$ cat src/rtl/deq_pkg.sv
// ----------------------------------------------------------------------------
// deq_pkg
// Shared types and constants of the double-ended queue unit.
// ----------------------------------------------------------------------------
package deq_pkg;

    localparam int CAPACITY    = 64;
    localparam int DATA_W      = 32;
    localparam int KIND_W      = 3;
    localparam int STATUS_W    = 2;
    localparam int COUNT_OUT_W = 7;

    typedef enum logic [KIND_W-1:0] {
        KIND_PUSH_FRONT = 3'd0,
        KIND_PUSH_BACK  = 3'd1,
        KIND_POP_FRONT  = 3'd2,
        KIND_POP_BACK   = 3'd3,
        KIND_CLEAR      = 3'd4
    } t_kind;

    typedef enum logic [STATUS_W-1:0] {
        ST_OK    = 2'd0,
        ST_EMPTY = 2'd1,
        ST_FULL  = 2'd2
    } t_status;

    typedef struct packed {
        logic [KIND_W-1:0]        kind;
        logic signed [DATA_W-1:0] push_value;
    } t_in_req;

    typedef struct packed {
        logic signed [DATA_W-1:0] pop_value;
        logic [STATUS_W-1:0]      status;
        logic [COUNT_OUT_W-1:0]   count;
    } t_out_rsp;

    // slot memory strobes
    typedef struct packed {
        logic wr_en;
        logic rd_en;
    } t_mem_ctl;

    // request outcome known at accept time, waits for the slot read
    typedef struct packed {
        logic                   pop_ok;
        logic [STATUS_W-1:0]    status;
        logic [COUNT_OUT_W-1:0] count;
    } t_rsp_info;

endpackage

$ cat src/rtl/double_ended_queue_unit.sv
// ----------------------------------------------------------------------------
// double_ended_queue_unit
// Bounded double-ended queue of signed 32-bit values in a circular buffer.
// ----------------------------------------------------------------------------
//  channel   valid        stall        payload
//  request   i_in_valid   o_in_stall   i_in_req  (kind, push_value)
//  response  o_out_valid  i_out_stall  o_out_rsp (pop_value, status, count)
//
//  One request per cycle unless o_in_stall is high.
//  Pointers update at accept; the slot access is issued the same cycle and
//  the single-port slot memory returns pop data in the next cycle.
//  A response waits in the output register while the next request is taken;
//  the request side stalls only when both the read stage and output are full.
//  Synchronous active-low reset empties the queue; slot contents are kept.
// ----------------------------------------------------------------------------
module double_ended_queue_unit #(
    parameter int CAPACITY = deq_pkg::CAPACITY
) (
    input  logic              i_clk,
    input  logic              i_rst_n,
    input  logic              i_in_valid,
    output logic              o_in_stall,
    input  deq_pkg::t_in_req  i_in_req,
    output logic              o_out_valid,
    input  logic              i_out_stall,
    output deq_pkg::t_out_rsp o_out_rsp
);

    localparam int IDX_W = $clog2(CAPACITY);

    logic                        accept;
    logic                        advance;
    deq_pkg::t_mem_ctl           mem_ctl;
    logic [IDX_W-1:0]            mem_addr;
    logic [deq_pkg::DATA_W-1:0]  mem_rdata;
    deq_pkg::t_rsp_info          info;

    logic                        r_s1_vld;
    deq_pkg::t_rsp_info          r_s1_info;
    logic                        r_out_vld;
    deq_pkg::t_out_rsp           r_out;

    assign advance    = !r_out_vld || !i_out_stall;
    assign o_in_stall = r_s1_vld && !advance;
    assign accept     = i_in_valid && !o_in_stall;

    deq_ptr_ctrl #(
        .CAPACITY(CAPACITY)
    ) u_ptr (
        .i_clk      (i_clk),
        .i_rst_n    (i_rst_n),
        .i_accept   (accept),
        .i_kind     (i_in_req.kind),
        .o_mem_ctl  (mem_ctl),
        .o_mem_addr (mem_addr),
        .o_info     (info)
    );

    deq_slot_ram #(
        .DEPTH(CAPACITY),
        .WIDTH(deq_pkg::DATA_W)
    ) u_ram (
        .i_clk   (i_clk),
        .i_ctl   (mem_ctl),
        .i_addr  (mem_addr),
        .i_wdata (i_in_req.push_value),
        .o_rdata (mem_rdata)
    );

    // read stage: waits for slot data
    always_ff @(posedge i_clk) begin
        if (!i_rst_n) begin
            r_s1_vld <= 1'b0;
        end else if (accept) begin
            r_s1_vld <= 1'b1;
        end else if (advance) begin
            r_s1_vld <= 1'b0;
        end
    end

    always_ff @(posedge i_clk) begin
        if (accept) begin
            r_s1_info <= info;
        end
    end

    // output register
    always_ff @(posedge i_clk) begin
        if (!i_rst_n) begin
            r_out_vld <= 1'b0;
        end else if (advance) begin
            r_out_vld <= r_s1_vld;
        end
    end

    always_ff @(posedge i_clk) begin
        if (advance && r_s1_vld) begin
            r_out.pop_value <= r_s1_info.pop_ok ? mem_rdata : '0;
            r_out.status    <= r_s1_info.status;
            r_out.count     <= r_s1_info.count;
        end
    end

    assign o_out_valid = r_out_vld;
    assign o_out_rsp   = r_out;

endmodule

$ cat src/rtl/deq_slot_ram.sv
// ----------------------------------------------------------------------------
// deq_slot_ram
// Single-port slot memory with registered read data.
// ----------------------------------------------------------------------------
module deq_slot_ram #(
    parameter int DEPTH = deq_pkg::CAPACITY,
    parameter int WIDTH = deq_pkg::DATA_W,
    parameter int AW    = $clog2(DEPTH)
) (
    input  logic             i_clk,
    input  deq_pkg::t_mem_ctl i_ctl,
    input  logic [AW-1:0]    i_addr,
    input  logic [WIDTH-1:0] i_wdata,
    output logic [WIDTH-1:0] o_rdata
);

    logic [WIDTH-1:0] r_mem [DEPTH];
    logic [WIDTH-1:0] r_rdata;

    always_ff @(posedge i_clk) begin
        if (i_ctl.wr_en) begin
            r_mem[i_addr] <= i_wdata;
        end
    end

    // read data holds until the next read
    always_ff @(posedge i_clk) begin
        if (i_ctl.rd_en) begin
            r_rdata <= r_mem[i_addr];
        end
    end

    assign o_rdata = r_rdata;

endmodule

$ cat src/rtl/deq_ptr_ctrl.sv
// ----------------------------------------------------------------------------
// deq_ptr_ctrl
// Front pointer and element count; decodes a request into at most one slot access.
// ----------------------------------------------------------------------------
module deq_ptr_ctrl #(
    parameter int CAPACITY = deq_pkg::CAPACITY,
    parameter int IDX_W    = $clog2(CAPACITY),
    parameter int CNT_W    = $clog2(CAPACITY + 1)
) (
    input  logic                             i_clk,
    input  logic                             i_rst_n,
    input  logic                             i_accept,
    input  logic [deq_pkg::KIND_W-1:0]       i_kind,
    output deq_pkg::t_mem_ctl                o_mem_ctl,
    output logic [IDX_W-1:0]                 o_mem_addr,
    output deq_pkg::t_rsp_info               o_info
);

    localparam int SUM_W = IDX_W + 1;

    logic [IDX_W-1:0] r_front, n_front;
    logic [CNT_W-1:0] r_count, n_count;

    logic             full, empty;
    logic [IDX_W-1:0] front_dec, front_inc;
    logic [SUM_W-1:0] back_sum, last_sum;
    logic [SUM_W-1:0] back_wrap, last_wrap;

    assign full  = (r_count == CNT_W'(CAPACITY));
    assign empty = (r_count == '0);

    assign front_dec = (r_front == '0) ? IDX_W'(CAPACITY - 1) : r_front - 1'b1;
    assign front_inc = (r_front == IDX_W'(CAPACITY - 1)) ? '0 : r_front + 1'b1;

    // front + count stays below twice the capacity: one compare and subtract
    assign back_sum  = {1'b0, r_front} + SUM_W'(r_count);
    assign last_sum  = back_sum - 1'b1;
    assign back_wrap = (back_sum >= SUM_W'(CAPACITY)) ? back_sum - SUM_W'(CAPACITY)
                                                      : back_sum;
    assign last_wrap = (last_sum >= SUM_W'(CAPACITY)) ? last_sum - SUM_W'(CAPACITY)
                                                      : last_sum;

    always_comb begin
        n_front          = r_front;
        n_count          = r_count;
        o_mem_ctl        = '0;
        o_mem_addr       = r_front;
        o_info.pop_ok    = 1'b0;
        o_info.status    = deq_pkg::ST_OK;
        case (i_kind)
            deq_pkg::KIND_PUSH_FRONT: begin
                if (full) begin
                    o_info.status = deq_pkg::ST_FULL;
                end else begin
                    n_front         = front_dec;
                    n_count         = r_count + 1'b1;
                    o_mem_ctl.wr_en = i_accept;
                    o_mem_addr      = front_dec;
                end
            end
            deq_pkg::KIND_PUSH_BACK: begin
                if (full) begin
                    o_info.status = deq_pkg::ST_FULL;
                end else begin
                    n_count         = r_count + 1'b1;
                    o_mem_ctl.wr_en = i_accept;
                    o_mem_addr      = back_wrap[IDX_W-1:0];
                end
            end
            deq_pkg::KIND_POP_FRONT: begin
                if (empty) begin
                    o_info.status = deq_pkg::ST_EMPTY;
                end else begin
                    n_front         = front_inc;
                    n_count         = r_count - 1'b1;
                    o_mem_ctl.rd_en = i_accept;
                    o_info.pop_ok   = 1'b1;
                end
            end
            deq_pkg::KIND_POP_BACK: begin
                if (empty) begin
                    o_info.status = deq_pkg::ST_EMPTY;
                end else begin
                    n_count         = r_count - 1'b1;
                    o_mem_ctl.rd_en = i_accept;
                    o_mem_addr      = last_wrap[IDX_W-1:0];
                    o_info.pop_ok   = 1'b1;
                end
            end
            deq_pkg::KIND_CLEAR: begin
                n_front = '0;
                n_count = '0;
            end
            default: begin
            end
        endcase
        // count is reported modulo the 7-bit field
        o_info.count = deq_pkg::COUNT_OUT_W'(n_count);
    end

    always_ff @(posedge i_clk) begin
        if (!i_rst_n) begin
            r_front <= '0;
            r_count <= '0;
        end else if (i_accept) begin
            r_front <= n_front;
            r_count <= n_count;
        end
    end

endmodule

$ cat config.mk
export PLATFORM = sky130hd
export DESIGN_NAME = double_ended_queue_unit
export DESIGN_NICKNAME = d
export VERILOG_FILES = /design/src/rtl/deq_pkg.sv /design/src/rtl/double_ended_queue_unit.sv /design/src/rtl/deq_slot_ram.sv /design/src/rtl/deq_ptr_ctrl.sv
export SDC_FILE = /design/constraint.sdc
export NUM_CORES = 2
export LEC_CHECK = 0
export BUFFER_PORTS_ARGS = -buffer_cell sky130_fd_sc_hd__buf_2
export CAP_MARGIN = 40
export CORE_UTILIZATION = 45
export CTS_CLUSTER_DIAMETER = 80
export CTS_CLUSTER_SIZE = 20
export DETAILED_ROUTE_END_ITERATION = 16
export GPL_TIMING_DRIVEN = 0
export PLACE_DENSITY = 0.7
export SLEW_MARGIN = 30
export SYNTH_ARGS = -nofsm -noshare
export SYNTH_HDL_FRONTEND = slang
export SYNTH_SLANG_ARGS = --single-unit
$ cat constraint.sdc
create_clock -name i_clk -period 14.6 [get_ports i_clk]
set_clock_uncertainty 0.1 [all_clocks]
set_input_delay 2.92 -clock i_clk [delete_from_list [all_inputs] [get_ports i_clk]]
set_output_delay 2.92 -clock i_clk [all_outputs]
set_load 0.05 [all_outputs]
Word level (Yosys, flattened, before mapping). Memories as Yosys holds them, arrays and structs flattened. A register that Yosys moved wholly into a read port is not among the register bits. Cells that the tools add are included.

Register bits: 66. Bits in writable memories: 2048. Bits of input ports: 39. Output and inout bits: 43. Logic and storage cells: 69. Memories kept: 1.

Add/subtract/negate cells: 8. $lt $le $gt $ge: 2. Equal/unequal tests: 7. Mux-type cells: 25. Reductions and logical operators: 16.

Memory list: u_ram.r_mem (words 64, bits a word 32, read ports 1, clocked after memory_dff 1, write ports 1, line deq_slot_ram.sv:17) `logic [WIDTH-1:0] r_mem [DEPTH];`.

Operator list (count): $mux W6 (8); $pmux W6 S3 (2); $pmux W7 S3 (1); $sub A6 B1 Y6 const B (3); $ge A7 B7 Y1 const B (2); $mux W7 (2); $sub A7 B1 Y7 const B (2); $mux W1 (10); $add A6 B7 Y7 (1); $add A7 B1 Y7 const B (1); $eq A7 B7 Y1 const B (1); $logic_not A7 Y1 (1); $add A6 B1 Y6 const B (1); $eq A3 B2 Y1 const B (2); $eq A6 B6 Y1 const B (1); $logic_not A6 Y1 (1); $logic_not A1 Y1 (4); $pmux W2 S2 (1); $reduce_or A2 Y1 (2); $eq A3 B1 Y1 const B (1); $eq A3 B3 Y1 const B (1); $logic_and A1 B1 Y1 (3); $logic_not A3 Y1 (1); $reduce_and A3 Y1 (1); other kinds (5) (5).

Depth between registers and ports, before layout.
Depth after elaboration: 10. Gate-level depth with buffers: 17. Depth with buffers taken out: 12.

Modules after synthesis. From an unflattened synthesis, not the netlist that was laid out.

Cells, all modules: 4617. Area, all modules: 83018.4 um2.

Modules (own cells, without submodules): deq_slot_ram (instances 1, cells each 4239, area an instance 79248.5 um2, seq. area each 62459.9 um2); deq_ptr_ctrl (instances 1, cells each 284, area an instance 1899.3 um2, seq. area each 260.2 um2); double_ended_queue_unit (instances 1, cells each 94, area an instance 1870.5 um2, seq. area each 1571.5 um2).

Least setup slack after synthesis. OpenSTA, ideal clock, no wires.

Kind: in2reg. Start: input port i_in_req[34] (netlist name). End: memory u_ram.r_mem[11][0] (netlist name), enable pin. Library setup time: 0.421 ns. Arrival time: 6.490 ns. Data required time: 14.079 ns. Setup slack: 7.588 ns. Stages on the path: 12. Buffers on the path: 6. Cell sequence: clkbuf_1 > or3_1 > a31o_2 > a31oi_1 > or3_1 > buf_2 > buf_2 > buf_4 > buf_2 > buf_2 > nand3_1 > nor2_1.

Longest elaborated chain between the ends: 5. Elaborated cells on any way between the ends: 8. Classes of those cells: eq/ne: 2; mux: 4; reduce/logical: 2.

RTL lines: start: declaration (line double_ended_queue_unit.sv:23) `input deq_pkg::t_in_req i_in_req,`; $eq A3 B1 Y1 / $logic_not A3 Y1 (equally long branches) (line deq_ptr_ctrl.sv:50) `case (i_kind)`; $reduce_or A2 Y1 (no source line); $mux W1; $mux W1 (line deq_slot_ram.sv:21) `if (i_ctl.wr_en) begin`; $mux W1 (not written as such) (line deq_slot_ram.sv:22) `r_mem[i_addr] <= i_wdata;`; end: declaration (line deq_slot_ram.sv:17).

Several ways; a longest one is shown, not always the timed one.

Final worst setup path.
Start: input port i_in_req[34] (netlist name). End: register u_ram.r_rdata[5], in the netlist u_ram.o_rdata[5] (read register of u_ram.r_mem), data pin.

Longest elaborated chain between the ends: 3. Elaborated cells on any way between the ends: 7. Classes of those cells: eq/ne: 3; mux: 2; reduce/logical: 2.

RTL lines: $eq A3 B2 Y1 (line deq_ptr_ctrl.sv:50); $reduce_or A2 Y1 (no source line); $mux W1; end: declaration (line deq_slot_ram.sv:18) `logic [WIDTH-1:0] r_rdata;`.

Several ways; a longest one is shown, not always the timed one. A chain may end at the register's enable or synchronous reset.

==> impl_metrics.ini <==
[status]
result_of_the_run = complete, no violations

[synth]
cell_count_after_synthesis = 5409
number_of_synthesized_flops_with_an_enable_pin = 2131
ys_dominant_reg_cell = edfxtp_1
synth_compound_area_frac = 0.0635
post_synth_fa_ha_maj_area_fraction = 0.00203
netlist-cell-type-count = 67
synthesis.yosys.warnings = 0
yosys_register_bits = 2146
ys_seq_area_frac = 0.766
synthMuxAreaShare = 0.0531
syn_area_per_cell_sq_um = 15.5
ys_async_sr_fraction = 0
dominant_combinational_cell_family_by_area_after_synthesis = simple AND/OR/NAND/NOR gates
post_synth_instance_area_sq_um = 84000
mappedNetlistNets = 5461
synth-xor-area-share = 0.000730
synth-simple-area-share = 0.0945

[timing]
min_period_ns = 7.91
fin_setup_tns_ns = 0
setup_viol = 0
min_period_over_period = 0.542
rsz0062_at_grt = false
finalMaxSlewViolations = 0
max_clock_freq_mhz = 126
total_count_of_hold_check_failures_in_the_final_report = 0
timing.slew.headroom = 0.324
hold-worst-slack_ns = 0.326
worst_slew_pin_slew_ns = 1.00

[critical_path]
crit_arrival_ns = 8.22
timing.critical_path.to_type = register
timing.critical_path.required_ns = 14.91
cp_startpoint_kind = primary input
critPathKind = primary input to register
path_max_fanout = 10
reg2reg_slack_ns = 7.75

[die]
fp.dieW_microns = 434
core_area_sq_um = 185000
core.rowCount = 158
die_h_microns = 434
area_enclosed_by_the_die_boundary_sq_um = 188000
num_io_pins = 82
initial_core_utilization = 0.453

[global_routing]
first_global_vias = 48030
pin_count_of_the_biggest_net_entering_global_routing = 65
global_route.usage.total = 0.248
globalRouteOverflowTotal = 0
first_pass_grt_wire_length_microns = 336000
grt_antenna_before_repair = 10

[placed_design]
numPortBuffers = 81
detailed_place_hpwl_microns = 161000
finalWeightedCongestion = 0.950

[route]
drtAntennaViolNets = 0
via_count = 50280
drc_errors = 0
routed_wire_length_per_instance_microns = 28.8
dr.pass1.iters = 6
avgViaCountPerCell = 6.10
iteration_0_drc_count_of_the_detailed_router = 7494
drt-total-wl_microns = 237000

[layout]
areaGrowthSynthToFinish_pct = 12.2
mostFrequentLayoutCells = edfxtp_1, nand2_1, mux2i_1, a32oi_1, buf_2
num-nets-final = 5781
layout_commonest_cell = edfxtp_1
drive_above_1_share = 0.111

[clock_tree]
tritoncts_buffer_count = 120
ctsLongestPathBuffers = 3
postCtsResizedCells = 0
cts_hold_repair.buffers = 0
clk-insertion-delay-late_ns = 0.77
postCtsSetupRepairBufs = 0
cts_htree_levels = 3
tritoncts = built
clock_tree.root_cell = clkbuf_16
worst_setup_hold_path_clk_slew_ns = 0.08
tritoncts_num_sinks = 2146

[run]
max_cap_viols = 0

[pwr]
worst_ir_drop_vdd_uv = 114
power_density_nw_per_um2 = 131
total_leakage_power_nw = 32.1

[worst_hold_path]
min-delay-path-class = register to register
## registers in the layout, summed over array words and instances (netlist names)
name           flops
u_ram.r_mem     2048
o_out_rsp         41
o_out_valid        1
r_s1_vld           1
u_ram.o_rdata     32
u_ptr.r_count      7
r_s1_info         10
u_ptr.r_front      6
## worst paths after layout
check                                       from               end  depth (start not counted)
worst max-delay path                i_in_req[34]  u_ram.o_rdata[5]                         12
worst min-delay path                r_s1_info[3]      o_out_rsp[3]                          0
worst max register to register  u_ptr.r_front[1]  u_ram.o_rdata[5]                         14
worst min register to register      r_s1_info[3]      o_out_rsp[3]                          0
## power breakdown
part	total, mW	switching (mW)	internal [mW]	leakage, nW
clock network	3.45	1.91	1.54	1.61
registers	6.83	0.0156	6.82	19.3
logic	2.06	1.47	0.586	11.2
total	12.3	3.40	8.94	32.1
## stage by stage
stage                     power (mW)  cell area [sq um]  setup slack [ns]  std cells  utilization
after detailed placement        8.96              90800              6.16       8080        0.490
after floorplan                 8.04              84000              7.59       5409            -
final                           12.3              94200              6.69       8237        0.508
after global placement          8.85              87500              4.42       7970        0.472
after global routing            12.6              94200              6.69       8233        0.508
after CTS                       12.3              94100              6.95       8225        0.507
## layer usage
| metal | vias to the layer above | part of all wire | global-route usage |
|---|---|---|---|
| li1 | 21507 | - | - |
| met1 | 25459 | 0.39 | 0.343 |
| met2 | 2951 | 0.45 | 0.380 |
| met3 | 355 | 0.12 | 0.0607 |
| met4 | 8 | 0.039 | 0.0898 |
| met5 | - | 0.00065 | 0.00442 |
## synthesized netlist by cell type, drive strengths merged, types with 3 or more instances
master  count  share of area
o221ai      3        0.00031
nor3b       3        0.00046
nor4       32         0.0024
nor3       44         0.0027
a32o      126          0.015
clkbuf    155         0.0069
nor2       93         0.0044
xor2        4        0.00042
o22a        4        0.00042
xnor2       3        0.00031
and3      103         0.0077
o32ai       4        0.00042
a32oi     313          0.033
a21oi      28         0.0017
buf       197          0.013
nand4      98         0.0073
nand2b      8        0.00060
dfxtp      15         0.0036
nor2b      17         0.0013
nand2    1211          0.054
a221o       3        0.00036
nand3     168          0.010
o22ai       3        0.00022
a211oi      6        0.00054
a22oi       7        0.00063
and2       34         0.0025
a221oi      3        0.00039
o31ai       4        0.00042
a31oi      37         0.0028
or3         5        0.00043
o21bai      4        0.00036
o21ai      20         0.0012
o41ai      31         0.0046
a21o        3        0.00027
edfxtp   2131           0.76
ha         12         0.0018
mux2i     444          0.053
inv        13        0.00058
## final cells by class
type | instances | area, sq um
inverters | 13 | 48.8
clock inverters | 11 | 195
diodes | 5 | 12.5
flip-flops and latches | 2146 | 64300
multi-input cells | 2898 | 18700
clock buffers | 134 | 3120
repair buffers | 198 | 3030
well taps | 2480 | 3100
plain buffers | 352 | 1660
fillers | 14922 | 91300
## cells by family after synthesis
group | Yosys count
multiplexers | 445
AND/OR/NAND/NOR | 1822
buffers and inverters | 365
flip-flops | 2146
adder cells (fa/ha/maj) | 13
AO/OA/AOI/OAI | 611
XOR/XNOR | 7
## worst max-delay path: stages
cell and delay, ns:
buf_2 0.13, clkbuf_1 0.25, or3_1 0.47, o31ai_1 0.46
a221oi_2 0.26, nor2_1 0.62, buf_2 0.59, buf_1 0.69
clkbuf_1 0.54, a32oi_1 0.18, a31oi_1 0.65, nand4_1 0.41
Note: power is estimated with default switching activity, not from simulation.
